==> config.mk <==
export PLATFORM = sky130hd
export DESIGN_NAME = tcp_udp_http_frame_classifier_core
export DESIGN_NICKNAME = d
export VERILOG_FILES = /design/src/hw/rtl/tuhfc_pkg.sv /design/src/hw/rtl/tcp_udp_http_frame_classifier_core.sv
export SDC_FILE = /design/constraint.sdc
export NUM_CORES = 1
export LEC_CHECK = 0
export ABC_AREA = 1
export BUFFER_PORTS_ARGS = -buffer_cell sky130_fd_sc_hd__buf_4
export CAP_MARGIN = 5
export CORE_MARGIN = 2
export CORE_UTILIZATION = 54
export CTS_BUF_LIST = sky130_fd_sc_hd__clkbuf_8
export CTS_CLUSTER_DIAMETER = 30
export CTS_CLUSTER_SIZE = 14
export DETAILED_ROUTE_END_ITERATION = 10
export PLACE_DENSITY = 0.78
export SYNTH_ARGS = -nofsm -noshare
export SYNTH_HDL_FRONTEND = slang
export SYNTH_SLANG_ARGS = --single-unit
==> constraint.sdc <==
create_clock -name clk -period 6.1 [get_ports clk]
set_input_delay 0.915 -clock clk [delete_from_list [all_inputs] [get_ports clk]]
set_output_delay 0.915 -clock clk [all_outputs]
set_load 0.005 [all_outputs]
==> src/hw/rtl/tuhfc_pkg.sv <==
// constants and letter tables shared by the frame classifier
`timescale 1ns / 1ps
`default_nettype none

package tuhfc_pkg;

  localparam int MAX_FRAME_BYTES_DEFAULT = 65535;
  localparam logic [15:0] WATCH_PORT_RESET = 16'd80;

  // byte positions within the frame
  localparam logic [15:0] POS_IHL       = 16'd14;
  localparam logic [15:0] POS_PROTO     = 16'd23;
  localparam logic [15:0] POS_SRC_FIRST = 16'd26;
  localparam logic [15:0] POS_SRC_LAST  = 16'd29;
  localparam logic [15:0] POS_DST_FIRST = 16'd30;
  localparam logic [15:0] POS_DST_LAST  = 16'd33;
  localparam logic [15:0] MIN_FRAME_BYTES = 16'd34;

  localparam logic [6:0] ETH_HDR_BYTES = 7'd14;
  localparam logic [3:0] MIN_HDR_WORDS = 4'd5;
  localparam logic [4:0] TCP_OFF_BYTE  = 5'd12;

  localparam logic [7:0] PROTO_TCP = 8'd6;
  localparam logic [7:0] PROTO_UDP = 8'd17;

  // register map, decoded on paddr[2]
  localparam logic REG_WATCH_PORT = 1'b0;

  localparam logic [7:0] CHAR_G = 8'h47;
  localparam logic [7:0] CHAR_E = 8'h45;
  localparam logic [7:0] CHAR_T = 8'h54;
  localparam logic [7:0] CHAR_P = 8'h50;
  localparam logic [7:0] CHAR_O = 8'h4F;
  localparam logic [7:0] CHAR_S = 8'h53;

  function automatic logic [7:0] get_letter(input logic [1:0] idx);
    logic [7:0] c;
    case (idx)
      2'd0:    c = CHAR_G;
      2'd1:    c = CHAR_E;
      2'd2:    c = CHAR_T;
      default: c = CHAR_G;
    endcase
    return c;
  endfunction

  function automatic logic [7:0] post_letter(input logic [1:0] idx);
    logic [7:0] c;
    case (idx)
      2'd0:    c = CHAR_P;
      2'd1:    c = CHAR_O;
      2'd2:    c = CHAR_S;
      2'd3:    c = CHAR_T;
      default: c = CHAR_P;
    endcase
    return c;
  endfunction

endpackage

`default_nettype wire

==> src/hw/rtl/tcp_udp_http_frame_classifier_core.sv <==
// Ethernet frame classifier: header fields, watched TCP port and HTTP request search
//
// Usage: frame bytes arrive one word per cycle on data/last with in_valid and
// in_stall; a word is taken at a clock edge where in_valid is high and
// in_stall low. The word carrying last produces one result word on
// out_valid/out_stall: short-frame flag, TCP/UDP flags, watched-port hit,
// HTTP request flag, IPv4 source and destination and the frame length.
// Throughput is one byte per cycle when not stalled, set by the single registered
// pass over the per-frame header registers and the two small string matchers.
// Latency: the result is valid on the cycle after the last byte is taken.
// The result register holds its word while out_stall is high; in that case
// in_stall rises so no further byte is taken until the word is gone.
// watch_port is written over the APB port at byte address 0 (reset 80).
// Synchronous reset clears the frame state and the result valid flag and
// restores watch_port; no clearing pass is needed.
`timescale 1ns / 1ps
`default_nettype none

module tcp_udp_http_frame_classifier_core
  import tuhfc_pkg::*;
#(
  parameter int MAX_FRAME_BYTES = MAX_FRAME_BYTES_DEFAULT
) (
  input  wire logic        clk,
  input  wire logic        rst,
  // byte channel
  input  wire logic        in_valid,
  output logic             in_stall,
  input  wire logic [7:0]  data,
  input  wire logic        last,
  // result channel
  output logic             out_valid,
  input  wire logic        out_stall,
  output logic             too_short,
  output logic             is_tcp,
  output logic             is_udp,
  output logic             port_hit,
  output logic             http_request,
  output logic [31:0]      src_addr,
  output logic [31:0]      dst_addr,
  output logic [15:0]      frame_len,
  // configuration
  input  wire logic        psel,
  input  wire logic        penable,
  input  wire logic        pwrite,
  input  wire logic [2:0]  paddr,
  input  wire logic [31:0] pwdata,
  output logic [31:0]      prdata,
  output logic             pready
);

  localparam logic [15:0] MAX_CNT = 16'(MAX_FRAME_BYTES);

  logic [15:0] watch_port;

  logic [15:0] byte_count, byte_count_next;
  logic [3:0]  ip_header_words, ip_header_words_next;
  logic [7:0]  protocol_code, protocol_code_next;
  logic [3:0]  tcp_header_words, tcp_header_words_next;
  logic [15:0] source_port, source_port_next;
  logic [15:0] dest_port, dest_port_next;
  logic [31:0] source_ip, source_ip_next;
  logic [31:0] dest_ip, dest_ip_next;
  logic [1:0]  get_progress, get_progress_next;
  logic [2:0]  post_progress, post_progress_next;
  logic        request_seen, request_seen_next;

  logic        in_accept;
  logic        take;
  logic [3:0]  ihl_eff, off_eff;
  logic [6:0]  tcp_start;
  logic [7:0]  pay_start;
  logic [15:0] t16, p16;
  logic        match_on;

  logic        short_f, tcp_f, udp_f, ports_ok;

  assign pready   = 1'b1;
  assign prdata   = (paddr[2] == REG_WATCH_PORT) ? {16'b0, watch_port} : 32'b0;
  assign in_stall = out_valid & out_stall;
  assign in_accept = in_valid & ~in_stall;

  always_ff @(posedge clk) begin
    if (rst) begin
      watch_port <= WATCH_PORT_RESET;
    end else if (psel && penable && pwrite && pready && paddr[2] == REG_WATCH_PORT) begin
      watch_port <= pwdata[15:0];
    end
  end

  // header offsets; an ihl or data offset below five counts as five
  assign ihl_eff   = (ip_header_words < MIN_HDR_WORDS) ? MIN_HDR_WORDS : ip_header_words;
  assign off_eff   = (tcp_header_words < MIN_HDR_WORDS) ? MIN_HDR_WORDS : tcp_header_words;
  assign tcp_start = ETH_HDR_BYTES + {1'b0, ihl_eff, 2'b00};
  assign pay_start = {1'b0, tcp_start} + {2'b00, off_eff, 2'b00};
  assign t16       = {9'b0, tcp_start};
  assign p16       = {8'b0, pay_start};

  assign take = byte_count < MAX_CNT;

  always_comb begin
    byte_count_next       = byte_count;
    ip_header_words_next  = ip_header_words;
    protocol_code_next    = protocol_code;
    tcp_header_words_next = tcp_header_words;
    source_port_next      = source_port;
    dest_port_next        = dest_port;
    source_ip_next        = source_ip;
    dest_ip_next          = dest_ip;
    get_progress_next     = get_progress;
    post_progress_next    = post_progress;
    request_seen_next     = request_seen;
    match_on              = 1'b0;

    if (take) begin
      byte_count_next = byte_count + 16'd1;
      if (byte_count == POS_IHL) begin
        ip_header_words_next = data[3:0];
      end
      if (byte_count == POS_PROTO) begin
        protocol_code_next = data;
      end
      if (byte_count >= POS_SRC_FIRST && byte_count <= POS_SRC_LAST) begin
        source_ip_next = {source_ip[23:0], data};
      end
      if (byte_count >= POS_DST_FIRST && byte_count <= POS_DST_LAST) begin
        dest_ip_next = {dest_ip[23:0], data};
      end
      // tcp header always starts past the ip addresses
      if (byte_count == t16 || byte_count == t16 + 16'd1) begin
        source_port_next = {source_port[7:0], data};
      end
      if (byte_count == t16 + 16'd2 || byte_count == t16 + 16'd3) begin
        dest_port_next = {dest_port[7:0], data};
      end
      if (byte_count == t16 + {11'b0, TCP_OFF_BYTE}) begin
        tcp_header_words_next = data[7:4];
      end
      match_on = (protocol_code == PROTO_TCP) && (byte_count >= p16);
    end

    if (match_on) begin
      if (data == get_letter(get_progress)) begin
        if (get_progress == 2'd2) begin
          request_seen_next = 1'b1;
          get_progress_next = 2'd0;
        end else begin
          get_progress_next = get_progress + 2'd1;
        end
      end else begin
        get_progress_next = (data == CHAR_G) ? 2'd1 : 2'd0;
      end

      if (data == post_letter(post_progress[1:0])) begin
        if (post_progress == 3'd3) begin
          request_seen_next  = 1'b1;
          post_progress_next = 3'd0;
        end else begin
          post_progress_next = post_progress + 3'd1;
        end
      end else begin
        post_progress_next = (data == CHAR_P) ? 3'd1 : 3'd0;
      end
    end
  end

  assign short_f  = byte_count_next < MIN_FRAME_BYTES;
  assign tcp_f    = ~short_f && protocol_code_next == PROTO_TCP;
  assign udp_f    = ~short_f && protocol_code_next == PROTO_UDP;
  assign ports_ok = byte_count_next >= t16 + 16'd4;

  always_ff @(posedge clk) begin
    if (rst) begin
      byte_count       <= '0;
      ip_header_words  <= '0;
      protocol_code    <= '0;
      tcp_header_words <= '0;
      source_port      <= '0;
      dest_port        <= '0;
      source_ip        <= '0;
      dest_ip          <= '0;
      get_progress     <= '0;
      post_progress    <= '0;
      request_seen     <= 1'b0;
      out_valid        <= 1'b0;
    end else begin
      if (in_accept) begin
        if (last) begin
          // frame done: clear for the next one
          byte_count       <= '0;
          ip_header_words  <= '0;
          protocol_code    <= '0;
          tcp_header_words <= '0;
          source_port      <= '0;
          dest_port        <= '0;
          source_ip        <= '0;
          dest_ip          <= '0;
          get_progress     <= '0;
          post_progress    <= '0;
          request_seen     <= 1'b0;
        end else begin
          byte_count       <= byte_count_next;
          ip_header_words  <= ip_header_words_next;
          protocol_code    <= protocol_code_next;
          tcp_header_words <= tcp_header_words_next;
          source_port      <= source_port_next;
          dest_port        <= dest_port_next;
          source_ip        <= source_ip_next;
          dest_ip          <= dest_ip_next;
          get_progress     <= get_progress_next;
          post_progress    <= post_progress_next;
          request_seen     <= request_seen_next;
        end
      end

      if (in_accept && last) begin
        out_valid <= 1'b1;
      end else if (!out_stall) begin
        out_valid <= 1'b0;
      end
    end
  end

  // result payload, loaded only when a frame ends
  always_ff @(posedge clk) begin
    if (in_accept && last) begin
      too_short    <= short_f;
      is_tcp       <= tcp_f;
      is_udp       <= udp_f;
      port_hit     <= tcp_f && ports_ok &&
                      (source_port_next == watch_port || dest_port_next == watch_port);
      http_request <= tcp_f && request_seen_next;
      src_addr     <= short_f ? 32'b0 : source_ip_next;
      dst_addr     <= short_f ? 32'b0 : dest_ip_next;
      frame_len    <= byte_count_next;
    end
  end

  a_last_gives_result: assert property (@(posedge clk) disable iff (rst)
    (in_accept && last) |=> out_valid)
    else $error("frame end did not produce a result");

  a_last_clears_count: assert property (@(posedge clk) disable iff (rst)
    (in_accept && last) |=> (byte_count == 16'd0))
    else $error("byte count not cleared after frame end");

  a_short_flags_clear: assert property (@(posedge clk) disable iff (rst)
    (out_valid && too_short) |-> (!is_tcp && !is_udp && !port_hit && !http_request &&
                                  src_addr == 32'b0 && dst_addr == 32'b0))
    else $error("short frame reported header flags");

  a_hit_needs_tcp: assert property (@(posedge clk) disable iff (rst)
    (out_valid && (port_hit || http_request)) |-> is_tcp)
    else $error("port hit or http flag without tcp");

  a_count_saturates: assert property (@(posedge clk) disable iff (rst)
    byte_count <= MAX_CNT)
    else $error("byte count beyond frame limit");

endmodule

`default_nettype wire
==> results.sh <==
export IMPL_fillers=2078
export IMPL_die_h_um=158.2
export IMPL_startpoint="ip_header_words[1]$_SDFFE_PP0P_"
export IMPL_h_tree_depth=2
export IMPL_clockBufferDepth=3
export IMPL_cp_arrival_ps=4990
export IMPL_status="completed"
export IMPL_finalSetupTns_ps=0
export IMPL_grtUsageTotal_pct=25.26
export IMPL_portBuffers=135
export IMPL_grt_max_degree=92
export IMPL_cpPeakStageDelay_ps=440
export IMPL_synth_seq_cells=236
export IMPL_placement_rows=56
export IMPL_ys_async_sr_fraction_pct=0
export IMPL_postCtsSetupBuffers=0
export IMPL_drc_errors=0
export IMPL_antenna_found_initial=1
export IMPL_die_w_um=158.2
export IMPL_io_pins=171
export IMPL_synth_flop_cell="dfxtp_1"
export IMPL_critPathKind="reg -> reg"
export IMPL_clock_sinks=236
export IMPL_wl_um=31860
export IMPL_die_area_um2=25020
export IMPL_synth_avg_cell_area_um2=7.286
export IMPL_cts_tree="built"
export IMPL_vias=11660
export IMPL_seq_area_frac_synth_pct=43.43
export IMPL_wire_per_inst_um=14.31
export IMPL_grt_pass1_vias=10510
export IMPL_p_per_area_nw_per_um2=247.2
export IMPL_core_um2=23400
export IMPL_multi_input_area_um2=5853
export IMPL_postRouteAntennaNets=0
export IMPL_yosys_warnings=0
export IMPL_grt_first_pass_wirelength_um=50850
export IMPL_initial_utilization_pct=54.86
export IMPL_synth_edf_count=85
export IMPL_setup_viol=0
export IMPL_timing_final_crit_share_pct=74.62
export IMPL_syn2layout_area_growth_pct=16.28
export IMPL_r2r_start="ip_header_words[1]$_SDFFE_PP0P_"
export IMPL_clk_pin_slew_ps=60
export IMPL_antennaDiodeCount=0
export IMPL_peakVddDrop_mv=0.1309
export IMPL_ctsHoldBuffers=0
export IMPL_crit_chain="inv_2 > nand2_1 > nand2_1 > nand2_2 > nand2_2 > inv_1 > ha_1 > xor2_1 > inv_1 > ha_1 > a21oi_1 > inv_1 > a31oi_1 > nor2_1 > o21ai_0 > ha_1 > a21oi_1 > o21ai_0 > nor3_1 > nor2_1 > nand2_1 > nand2_1 > o21ai_0 > a21oi_1"
export IMPL_tightest_slew_ps=1140
export IMPL_fin_ws_ps=1548
export IMPL_hold_viol=0
export IMPL_cts_made_buffers=44
export IMPL_seqCellArea_um2=5575
export IMPL_skew_ps=23.07
export IMPL_start_kind="flip-flop"
export IMPL_worstSetupEndpointType="flip-flop"
export IMPL_netlist_instances=1762
export IMPL_dp_hpwl_um=21520
export IMPL_relSlewSlack_pct=24.00
export IMPL_firstDrtPassIters=6
export IMPL_period_needed_ps=4552
export IMPL_gp_congestion=0.9500
export IMPL_ctsResizeCount=0
export IMPL_hold_class="reg -> reg"
export IMPL_root_buffer="clkbuf_8"
export IMPL_drt_iter0_markers=953
export IMPL_drive_gt1_share_pct=17.25
export IMPL_cp_max_fo=6
export IMPL_crit_slowest_cell="dfxtp_1"
export IMPL_cap_violations=0
export IMPL_required_ps=6540
export IMPL_syn_cell_area_um2=12840
export IMPL_gr_total_overflow=0
export IMPL_synth_cell_types=45
export IMPL_clock_latency_ps=570
export IMPL_fmax_ghz=0.2197
export IMPL_slew_violations=0
export IMPL_path_common_cell="nand2_1"
export IMPL_post_place_ws_ps=1771
export IMPL_fin_nets=1953
export IMPL_rsz0062_at_grt="no"
export IMPL_viasPerCell=5.239
export IMPL_min_delay_start="source_ip[28]$_SDFFE_PP0P_"
export IMPL_p_leak_nw=5.795
[path summary, 6_finish.rpt]
check,to,slack (ps),cells past startpoint
max reg2reg,post_progress[0]$_SDFFE_PP0P_,1550,24
min reg2reg,source_ip[28]$_SDFFE_PP0P_,460,2
min,source_ip[28]$_SDFFE_PP0P_,460,2
max,post_progress[0]$_SDFFE_PP0P_,1550,24
[state kept, by name, indices dropped and copies added, names as in the netlist, 8 cells and up]
signal and count:
src_addr 32, dest_ip 32, source_port 16, dst_addr 32
byte_count 16, frame_len 16, dest_port 16, source_ip 32
watch_port 16, protocol_code 8
[cell families (layout without fill, tap and decap cells)]
family	after synthesis	after routing	share of synthesized area, %
other cells	2	18	0.05850
buf+inv	358	487	11.75
simple gates	832	832	29.03
compound gates	286	286	11.48
mux	1	1	0.07797
xor+xnor	16	16	1.091
flops	236	236	43.43
fa+ha+maj	31	31	3.080
[cells in the final DEF (no fill, tap or decap), types with 5 or more instances in the layout]
master        n
nand4_1      38
nor2_4        7
ha_1         30
bufinv_16     7
clkbuf_8     45
clkinvlp_4    9
clkinv_2      7
dfxtp_1     151
conb_1       18
nand2_4       5
edfxtp_1     85
nor2_1      138
nor2_2       45
inv_1       246
nor3_1       13
nand3_1      99
nand2_1     441
o21ai_0      78
nand2_2      27
o22ai_1       6
xor2_1       16
clkinv_1      7
nor4_1        7
a21oi_1     187
buf_4       143
inv_2        14
[metal layers]
layer / GRT usage (%) / vias to the layer above / share of wire [%] / wire length (µm)
met5: 0 / - / 0 / 0
met4: 9.867 / 0 / 3.2 / 1027
met3: 4.955 / 86 / 7.4 / 2346
met2: 41.41 / 423 / 47 / 15000
met1: 32.97 / 5328 / 42 / 13490
li1: - / 5824 / - / -
[cells in the mapped netlist, types with 6 or more instances]
| library cell | n | share of area [%] |
|---|---|---|
| a21oi_1 | 187 | 7.3 |
| buf_2 | 9 | 0.35 |
| buf_4 | 22 | 1.3 |
| clkbuf_1 | 58 | 1.7 |
| dfxtp_1 | 151 | 24 |
| edfxtp_1 | 85 | 20 |
| ha_1 | 30 | 2.9 |
| inv_1 | 244 | 7.1 |
| inv_2 | 14 | 0.41 |
| nand2_1 | 442 | 13 |
| nand2_2 | 27 | 1.3 |
| nand3_1 | 99 | 3.9 |
| nand4_1 | 38 | 1.9 |
| nor2_1 | 140 | 4.1 |
| nor2_2 | 46 | 2.2 |
| nor3_1 | 13 | 0.51 |
| nor4_1 | 7 | 0.34 |
| o21ai_0 | 78 | 3.0 |
| o22ai_1 | 6 | 0.29 |
| xor2_1 | 16 | 1.1 |
[worst max-delay path, delay by kind of cell, from the launching register on]
family / cells / cell delay [ps]
flops: 1 / 440
simple gates: 9 / 1320
compound gates: 7 / 1140
xor+xnor: 1 / 270
fa+ha+maj: 3 / 940
buf+inv: 4 / 330
[layout make-up]
cell class / instances / area share [%]
Clock buffer: 45 / 4.149
Tap cell: 319 / 2.673
Multi-Input combinational cell: 1184 / 39.21
Sequential cell: 236 / 37.35
Clock inverter: 37 / 2.849
Inverter: 262 / 6.587
Timing Repair Buffer: 143 / 7.191
[stage by stage]
| stage | utilization, % | area [µm²] | instances | total power, mW | hold slack [ps] |
|---|---|---|---|---|---|
| after floorplan | - | 12900 | 1778 | 1.847 | 444.7 |
| after global placement | 59.33 | 13880 | 2144 | 1.940 | 451.9 |
| after detailed placement | 59.33 | 13880 | 2144 | 1.946 | 455.2 |
| after CTS | 63.79 | 14930 | 2226 | 3.720 | 464.1 |
| after global routing | 63.79 | 14930 | 2226 | 3.813 | 482.5 |
| final | 63.79 | 14930 | 2226 | 3.691 | 464.3 |
[report_power, final]
part / total (mW) / internal (mW) / leakage, nW / switching (mW)
registers: 1.67 / 1.66 / 1.99 / 0.0158
clock network: 1.78 / 1.03 / 0.513 / 0.752
logic: 0.239 / 0.0806 / 3.29 / 0.158
total: 3.69 / 2.76 / 5.80 / 0.926
Note: power is estimated with default switching activity, not from simulation.
